--- src/rtl/priority_ready_queue_defines.svh ---
// Assertion macros for the priority ready queue.
`ifndef PRIORITY_READY_QUEUE_DEFINES_SVH
`define PRIORITY_READY_QUEUE_DEFINES_SVH

`ifndef ASSERT_OFF

// Check a same-cycle implication, disabled in reset.
`define PRQ_ASSERT_IMP(lbl, clk, rst, ante, cons, msg) \
  lbl: assert property (@(posedge clk) disable iff (rst) (ante) |-> (cons)) else $error(msg);

// Check an implication in the next cycle, disabled in reset.
`define PRQ_ASSERT_NXT(lbl, clk, rst, ante, cons, msg) \
  lbl: assert property (@(posedge clk) disable iff (rst) (ante) |=> (cons)) else $error(msg);

`else

`define PRQ_ASSERT_IMP(lbl, clk, rst, ante, cons, msg)
`define PRQ_ASSERT_NXT(lbl, clk, rst, ante, cons, msg)

`endif

`endif

--- src/rtl/prq_pkg.sv ---
// Shared constants, types and status codes of the priority ready queue.
`timescale 1ns / 1ps
`default_nettype none

package prq_pkg;

  localparam int QUEUE_DEPTH = 16;
  localparam int TAG_BITS    = 16;

  // Widths of the port fields.
  localparam int TAG_PORT_W  = 16;
  localparam int PRIO_W      = 4;
  localparam int STATUS_W    = 3;
  localparam int OCC_W       = 5;

  // Stored tag width: the port already limits a tag to its own width.
  localparam int STORE_TAG_W = (TAG_BITS < TAG_PORT_W) ? TAG_BITS : TAG_PORT_W;

  localparam int IDX_W = (QUEUE_DEPTH > 1) ? $clog2(QUEUE_DEPTH) : 1;
  localparam int CNT_W = $clog2(QUEUE_DEPTH + 1);

  localparam logic [PRIO_W-1:0] PRIO_MIN = PRIO_W'(1);
  localparam logic [PRIO_W-1:0] PRIO_MAX = PRIO_W'(10);

  localparam logic FUNC_ENQ = 1'b0;
  localparam logic FUNC_DEQ = 1'b1;

  typedef enum logic [STATUS_W-1:0] {
    ST_ENQ   = 3'd0,
    ST_DUP   = 3'd1,
    ST_FULL  = 3'd2,
    ST_DEQ   = 3'd3,
    ST_EMPTY = 3'd4
  } status_t;

  typedef struct packed {
    logic [STORE_TAG_W-1:0] tag;
    logic [PRIO_W-1:0]      prio;
  } ent_t;

  typedef struct packed {
    logic func;
    ent_t ent;
  } req_t;

  typedef struct packed {
    status_t    status;
    ent_t       ent;
    logic [CNT_W-1:0] occ;
  } res_t;

  typedef struct packed {
    logic tag_eq;
    logic prio_lt;
  } cmp_t;

endpackage

`default_nettype wire

--- src/rtl/priority_ready_queue.sv ---
// Top level of the priority ready queue: input capture, output register, checks.
//
//   channel   signals                          transfer when
//   input     func, proc_tag, prio             in_valid  & in_ready
//   output    status, out_tag, out_prio,       out_valid & out_ready
//             occupancy
//
// An enqueue scans every queued entry, then shifts those behind the insert point
// one place toward the tail; a duplicate or a full drop ends after the scan, and
// a dequeue sweeps the entries once. A result is held back while the output
// register stays full. One entry per cycle moves through the array.
// Reset clears the state, fill count and valid flags; array contents are never read unwritten.
// A result waits in the output register while the next item is taken.
`timescale 1ns / 1ps
`default_nettype none

`include "priority_ready_queue_defines.svh"

module priority_ready_queue (
  input  wire                                clk,
  input  wire                                rst,
  input  wire                                in_valid,
  output logic                               in_ready,
  input  wire                                func,
  input  wire  [prq_pkg::TAG_PORT_W-1:0]     proc_tag,
  input  wire  [prq_pkg::PRIO_W-1:0]         prio,
  output logic                               out_valid,
  input  wire                                out_ready,
  output logic [prq_pkg::STATUS_W-1:0]       status,
  output logic [prq_pkg::TAG_PORT_W-1:0]     out_tag,
  output logic [prq_pkg::PRIO_W-1:0]         out_prio,
  output logic [prq_pkg::OCC_W-1:0]          occupancy
);

  localparam int TW  = prq_pkg::TAG_PORT_W;
  localparam int CW  = prq_pkg::CNT_W;
  localparam int OW  = prq_pkg::OCC_W;
  localparam int XW  = CW + OW;

  logic             start;
  logic             seq_idle;
  logic             res_valid;
  logic             res_ready;
  prq_pkg::req_t    req;
  prq_pkg::res_t    res;
  logic [prq_pkg::PRIO_W-1:0] prio_clamp;
  logic [XW-1:0]    occ_wide;

  // Clamp priority into its legal range.
  always_comb begin
    priority if (prio < prq_pkg::PRIO_MIN) begin
      prio_clamp = prq_pkg::PRIO_MIN;
    end else if (prio > prq_pkg::PRIO_MAX) begin
      prio_clamp = prq_pkg::PRIO_MAX;
    end else begin
      prio_clamp = prio;
    end
  end

  assign req.func     = func;
  assign req.ent.tag  = proc_tag[prq_pkg::STORE_TAG_W-1:0];
  assign req.ent.prio = prio_clamp;

  assign in_ready  = seq_idle;
  assign start     = in_valid && in_ready;
  assign res_ready = !out_valid || out_ready;

  prq_seq u_seq (
    .clk       (clk),
    .rst       (rst),
    .start     (start),
    .req       (req),
    .idle      (seq_idle),
    .res_valid (res_valid),
    .res_ready (res_ready),
    .res       (res)
  );

  assign occ_wide = XW'(res.occ);

  // Load the output register on a handoff, drop it on a transfer.
  always_ff @(posedge clk) begin
    if (rst) begin
      out_valid <= 1'b0;
    end else begin
      if (res_valid && res_ready) begin
        out_valid <= 1'b1;
        status    <= res.status;
        out_tag   <= TW'(res.ent.tag);
        out_prio  <= res.ent.prio;
        occupancy <= occ_wide[OW-1:0];
      end else if (out_ready) begin
        out_valid <= 1'b0;
      end
    end
  end

  // Checks.
  `PRQ_ASSERT_IMP(a_occ_bound, clk, rst, res_valid, res.occ <= CW'(prq_pkg::QUEUE_DEPTH), "occupancy above queue depth")
  `PRQ_ASSERT_IMP(a_deq_prio, clk, rst, out_valid && (status == prq_pkg::ST_DEQ), (out_prio >= prq_pkg::PRIO_MIN) && (out_prio <= prq_pkg::PRIO_MAX), "dequeued priority out of range")
  `PRQ_ASSERT_IMP(a_zero_fields, clk, rst, out_valid && (status != prq_pkg::ST_DEQ), (out_tag == '0) && (out_prio == '0), "tag or priority nonzero without dequeue")
  `PRQ_ASSERT_NXT(a_no_instant, clk, rst, start, !res_valid && !seq_idle, "result posted in the cycle after transfer")

endmodule

`default_nettype wire

--- src/rtl/prq_cmp.sv ---
// Shared compare unit: matches a stored entry against the request key.
`timescale 1ns / 1ps
`default_nettype none

module prq_cmp (
  input  prq_pkg::ent_t ent,
  input  prq_pkg::ent_t key,
  output prq_pkg::cmp_t flags
);

  // Tag match flags a duplicate, lower stored priority marks the insert point.
  assign flags.tag_eq  = (ent.tag == key.tag);
  assign flags.prio_lt = (ent.prio < key.prio);

endmodule

`default_nettype wire

--- src/rtl/prq_seq.sv ---
// Sequencer and entry array: scans, shifts and updates the sorted list.
`timescale 1ns / 1ps
`default_nettype none

module prq_seq (
  input  wire                 clk,
  input  wire                 rst,
  input  wire                 start,
  input  prq_pkg::req_t       req,
  output logic                idle,
  output logic                res_valid,
  input  wire                 res_ready,
  output prq_pkg::res_t       res
);

  localparam int DEPTH = prq_pkg::QUEUE_DEPTH;
  localparam int IW    = prq_pkg::IDX_W;
  localparam int CW    = prq_pkg::CNT_W;

  typedef enum logic [2:0] {
    S_IDLE,
    S_SCAN,
    S_SHIFT,
    S_DEQ,
    S_DONE
  } state_t;

  state_t        state;
  logic [CW-1:0] fill;
  logic [CW-1:0] idx;
  logic [CW-1:0] idx_dec;
  logic [CW-1:0] pos;
  logic [IW-1:0] pidx;
  logic          pv;
  logic          dup;
  logic          found;
  prq_pkg::ent_t key;
  prq_pkg::ent_t head;

  // Entry array with one write and one registered read per cycle.
  prq_pkg::ent_t mem [DEPTH];
  prq_pkg::ent_t rdata;
  logic [IW-1:0] rd_addr;
  logic          we;
  logic [IW-1:0] wa;
  prq_pkg::ent_t wd;

  prq_pkg::cmp_t flags;

  prq_cmp u_cmp (
    .ent   (rdata),
    .key   (key),
    .flags (flags)
  );

  assign idx_dec = idx - CW'(1);
  assign idle    = (state == S_IDLE);

  // Select read address and write for the current sweep step.
  always_comb begin
    rd_addr = '0;
    we      = 1'b0;
    wa      = '0;
    wd      = rdata;
    unique case (state)
      S_SCAN: begin
        rd_addr = idx[IW-1:0];
      end
      S_SHIFT: begin
        rd_addr = idx_dec[IW-1:0];
        if (pv) begin
          we = 1'b1;
          wa = pidx;
        end else if (idx == pos) begin
          we = 1'b1;
          wa = pos[IW-1:0];
          wd = key;
        end
      end
      S_DEQ: begin
        rd_addr = idx[IW-1:0];
        if (pv && (pidx != '0)) begin
          we = 1'b1;
          wa = pidx - IW'(1);
        end
      end
      S_IDLE, S_DONE: begin
      end
      default: begin
      end
    endcase
  end

  // Write and read the entry array.
  always_ff @(posedge clk) begin
    if (we) begin
      mem[wa] <= wd;
    end
    rdata <= mem[rd_addr];
  end

  // Sequence one request: scan and shift for an enqueue or sweep for a dequeue, then post the result.
  always_ff @(posedge clk) begin
    if (rst) begin
      state     <= S_IDLE;
      fill      <= '0;
      pv        <= 1'b0;
      res_valid <= 1'b0;
    end else begin
      unique case (state)
        S_IDLE: begin
          pv <= 1'b0;
          if (start) begin
            key   <= req.ent;
            idx   <= '0;
            dup   <= 1'b0;
            found <= 1'b0;
            pos   <= '0;
            head  <= '0;
            state <= (req.func == prq_pkg::FUNC_DEQ) ? S_DEQ : S_SCAN;
          end
        end

        S_SCAN: begin
          if (idx != fill) begin
            pv   <= 1'b1;
            pidx <= idx[IW-1:0];
            idx  <= idx + CW'(1);
          end else begin
            pv <= 1'b0;
          end
          if (pv) begin
            if (flags.tag_eq) begin
              dup <= 1'b1;
            end
            if (flags.prio_lt && !found) begin
              found <= 1'b1;
              pos   <= CW'(pidx);
            end
          end
          // Decide once the last entry has been compared.
          if ((idx == fill) && !pv) begin
            if (dup) begin
              res.status <= prq_pkg::ST_DUP;
              res.ent    <= '0;
              res.occ    <= fill;
              res_valid  <= 1'b1;
              state      <= S_DONE;
            end else if (fill == CW'(DEPTH)) begin
              res.status <= prq_pkg::ST_FULL;
              res.ent    <= '0;
              res.occ    <= fill;
              res_valid  <= 1'b1;
              state      <= S_DONE;
            end else begin
              if (!found) begin
                pos <= fill;
              end
              idx   <= fill;
              state <= S_SHIFT;
            end
          end
        end

        S_SHIFT: begin
          // Move entries one place toward the tail, down to the insert point.
          if (idx != pos) begin
            pv   <= 1'b1;
            pidx <= idx[IW-1:0];
            idx  <= idx_dec;
          end else begin
            pv <= 1'b0;
          end
          if ((idx == pos) && !pv) begin
            fill       <= fill + CW'(1);
            res.status <= prq_pkg::ST_ENQ;
            res.ent    <= '0;
            res.occ    <= fill + CW'(1);
            res_valid  <= 1'b1;
            state      <= S_DONE;
          end
        end

        S_DEQ: begin
          // Take the head, then move the rest one place toward the head.
          if (idx != fill) begin
            pv   <= 1'b1;
            pidx <= idx[IW-1:0];
            idx  <= idx + CW'(1);
          end else begin
            pv <= 1'b0;
          end
          if (pv && (pidx == '0)) begin
            head <= rdata;
          end
          if ((idx == fill) && !pv) begin
            if (fill == '0) begin
              res.status <= prq_pkg::ST_EMPTY;
              res.ent    <= '0;
              res.occ    <= '0;
            end else begin
              fill       <= fill - CW'(1);
              res.status <= prq_pkg::ST_DEQ;
              res.ent    <= head;
              res.occ    <= fill - CW'(1);
            end
            res_valid <= 1'b1;
            state     <= S_DONE;
          end
        end

        S_DONE: begin
          // Hold the result until the output stage takes it.
          if (res_ready) begin
            res_valid <= 1'b0;
            state     <= S_IDLE;
          end
        end

        default: begin
          state <= S_IDLE;
        end
      endcase
    end
  end

endmodule

`default_nettype wire

--- config.mk ---
export PLATFORM = sky130hd
export DESIGN_NAME = priority_ready_queue
export DESIGN_NICKNAME = d
export VERILOG_FILES = /design/src/rtl/prq_pkg.sv /design/src/rtl/priority_ready_queue.sv /design/src/rtl/prq_cmp.sv /design/src/rtl/prq_seq.sv
export VERILOG_INCLUDE_DIRS = /design/src /design/src/rtl
export SDC_FILE = /design/constraint.sdc
export NUM_CORES = 1
export LEC_CHECK = 0
export BUFFER_PORTS_ARGS = -buffer_cell sky130_fd_sc_hd__buf_2
export CAP_MARGIN = 20
export CORE_MARGIN = 5
export CORE_UTILIZATION = 55
export CTS_CLUSTER_SIZE = 20
export DETAILED_ROUTE_END_ITERATION = 10
export PLACE_DENSITY = 0.72
export SYNTH_ARGS = -nofsm -noshare
export SYNTH_HDL_FRONTEND = slang
export SYNTH_HIERARCHICAL = 1
export SYNTH_SLANG_ARGS = --single-unit
--- constraint.sdc ---
create_clock -name clk -period 16.85 [get_ports clk]
set_input_delay 2.5275 -clock clk [delete_from_list [all_inputs] [get_ports clk]]
set_output_delay 2.5275 -clock clk [all_outputs]
set_load 0.05 [all_outputs]
==> qor.yml <==
clock_network:
  clock_latency_ns: 0.56
  clock_sinks: 463
  cts_htree_levels: 2
  cts_tree: "done"
  cts_hold_buffers: 0
  cts_setup_buffers: 0
  cts_resized: 0
  cts_buffer_depth: 3
  cts_root_buf: "clkbuf_16"
  cts_made_buffers: 46
  clk_pin_slew_ns: 0.06
layout:
  fin_nets: 1436
  post-route-util: 0.616
  area_growth_pct: 11.3
  diodes: 0
  drive_gt1_frac: 0.163
  final_area_um2: 21700
worst_setup_path:
  worst_ep_arrival_time_ns: 2.10
  cp_max_fo: 29
  start_kind: "flip-flop"
  path_buf_inv: 1
  required_ns: 14.32
  rr_worst_depth: 7
  crit_family: "flip-flops"
  crit_type: "flip-flop to primary output"
  crit_path_max_incr_delay_ns: 0.64
  crit_chain: "nor3_1, buf_2"
  cp-end-kind: "primary output"
  cp_num_cells: 2
  cp_slowest_cell: "dfxtp_1"
global_routing:
  grt_overflow: 0
  antenna_found_initial: 2
  grt_pass1_wl_mm: 71.1
  grt_max_degree: 104
  grt_pass1_vias: 11800
  grtUsageTotal: 0.236
outcome:
  status: "complete, no violations"
yosys:
  synth_most_common_cell: "edfxtp_1"
  synth_top_cell_area_share: 0.664
  syn_nets: 1409
  netlist_top_cells_count: "432 x edfxtp_1, 171 x nand3_1, 89 x o21ai_0, 80 x clkbuf_1, 65 x mux2_1"
  synthTopCellsByArea: "edfxtp_1 66%, nand3_1 4.4%, mux2_1 3.7%, dfxtp_1 3.2%, mux2_2 2.3%"
  syn_area_per_cell_um2: 14.2
  synth_top_area_cell: "edfxtp_1"
  syn_inst: 1376
  synth_area_um2: 19500
  synth-edff-count: 432
  ys_types: 70
  ys_seq_elements: 463
  ys.flop_type: "edfxtp_1"
  seq_area_frac_synth: 0.696
  async_flop_share: 0
  yosys_warnings: 6
min_path:
  min_path_type: "flip-flop to flip-flop"
  hold_depth: 0
route:
  vias: 12100
  wl_per_cell_um: 24.6
  wirelength_mm: 46.8
  dr.pass1.iters: 6
  drt_iter0_markers: 1393
  drc_errors: 0
  ant_nets: 0
  routed_via_density: 6.36
timing:
  setup_tns_ns: 0
  grt_setup_unrepaired: "no"
  whs_ns: 0.412
  slew_headroom: 0.255
  period_needed_ns: 4.63
  maxSlewViolCount: 0
  finalSetupViolCount: 0
  finalCritPeriodShare: 0.275
  tightestPinTransition_ns: 1.12
  fin_worst_skew_ns: 0.0139
  finalHoldViolations: 0
  fmax_mhz: 216
floorplan:
  die_area_um2: 39400
  num_io_pins: 55
  dieWidth_um: 198
  initial_core_util: 0.553
  rows: 69
  core-area_um2: 35300
  die_y_um: 198
pwr:
  power_mw: 3.44
  power_leakage_nw: 7.15
  irDropWorstVdd_v: 0.000116
  power_density_nw_per_um2: 158
run:
  maxCapViolCount: 0
placed_design:
  finalWeightedCongestion: 0.852
  placed_cell_area_um2: 20300
  port_buffers: 54
  dp_hpwl_mm: 25.2
[worst reg2reg max path: stages, from the launching register on]
cell and delay (ns):
dfxtp_1 0.99, or3b_4 0.28, buf_4 0.80, a21o_4 0.41
buf_4 0.85, mux2_2 0.47, o211ai_1 0.20, nand4_1 0.12
[cell usage in the layout, fill, tap and decap left out, drive strengths merged, types with 3 or more instances in the layout]
cell / Yosys / final
edfxtp: 432 / 432
nand3: 171 / 171
mux2: 105 / 105
o21ai: 98 / 98
buf: 30 / 89
clkbuf: 80 / 68
o211ai: 43 / 43
o2111ai: 42 / 42
nor2: 41 / 41
dfxtp: 31 / 31
nand2: 28 / 28
xnor2: 27 / 27
and2: 26 / 26
nand4: 25 / 25
and3: 24 / 24
a21oi: 24 / 24
inv: 18 / 19
nor3: 11 / 11
clkinv: 0 / 11
nand2b: 8 / 8
ha: 8 / 8
nor2b: 8 / 8
a2111oi: 8 / 8
xor2: 6 / 6
a21o: 6 / 6
nor4: 6 / 6
nor3b: 6 / 6
or3: 5 / 5
mux2i: 5 / 5
a211oi: 5 / 5
a31oi: 4 / 4
clkinvlp: 0 / 3
o21a: 3 / 3
o31ai: 3 / 3
a221o: 3 / 3
a211o: 3 / 3
or3b: 3 / 3
or4: 3 / 3
[cells by family after synthesis]
kind of cell             share of synthesized area
flip-flops                                   0.696
AO/OA/AOI/OAI                               0.0893
XOR/XNOR                                    0.0148
multiplexers                                0.0631
buffers and inverters                       0.0295
AND/OR/NAND/NOR                              0.102
adder cells (fa/ha/maj)                    0.00570
[stage by stage]
step | instances | setup slack, ns
3_3_place_gp | 1815 | 12.70
3_5_place_dp | 1815 | 12.67
6_report | 1901 | 12.22
5_1_grt | 1901 | 12.08
2_1_floorplan | 1376 | 11.49
4_1_cts | 1900 | 12.24
[registers in the layout, indices dropped and copies added (netlist names)]
name             count
u_seq/mem          320
u_seq/pos            5
u_seq/pidx           4
out_valid            1
u_seq/rdata         20
occupancy            5
u_seq/state          3
u_seq/res           28
out_prio             4
u_seq/key           20
u_seq/found          1
u_seq/pv             1
u_seq/idx            5
u_seq/dup            1
u_seq/fill           5
u_seq/head          20
u_seq/res_valid      1
status               3
out_tag             16
[worst paths after layout]
| path | startpoint | slack [ns] | to |
|---|---|---|---|
| worst max-delay path | u_seq/state[0] | 12.22 | in_ready |
| worst min-delay path | u_seq/res[24] | 0.41 | out_tag[15] |
| worst max register to register | u_seq/state[0] | 12.60 | u_seq/rdata[16] |
| worst min register to register | u_seq/res[24] | 0.41 | out_tag[15] |
[metal layers]
metal | global-route usage | vias up | wire [um]
li1 | - | 5422 | -
met1 | 0.335 | 5936 | 18800
met2 | 0.367 | 635 | 21800
met3 | 0.0522 | 99 | 4800
met4 | 0.0816 | 0 | 1380
met5 | 0 | - | 0
[power breakdown]
group          leakage (nW)  total [mW]  internal [mW]  switching (mW)
Clock                 0.704       0.984          0.565           0.418
Sequential             4.18        1.60           1.50           0.107
Combinational          2.27       0.856          0.262           0.594
[cell type report]
type / instances / area (um^2)
Sequential cell: 463 / 13600
Fill cell: 2547 / 13600
Multi-Input combinational cell: 785 / 5500
Clock buffer: 68 / 1290
Tap cell: 461 / 577
Timing Repair Buffer: 89 / 541
Clock inverter: 17 / 164
Inverter: 18 / 67.6
Power figures use the tool's default switching activity.
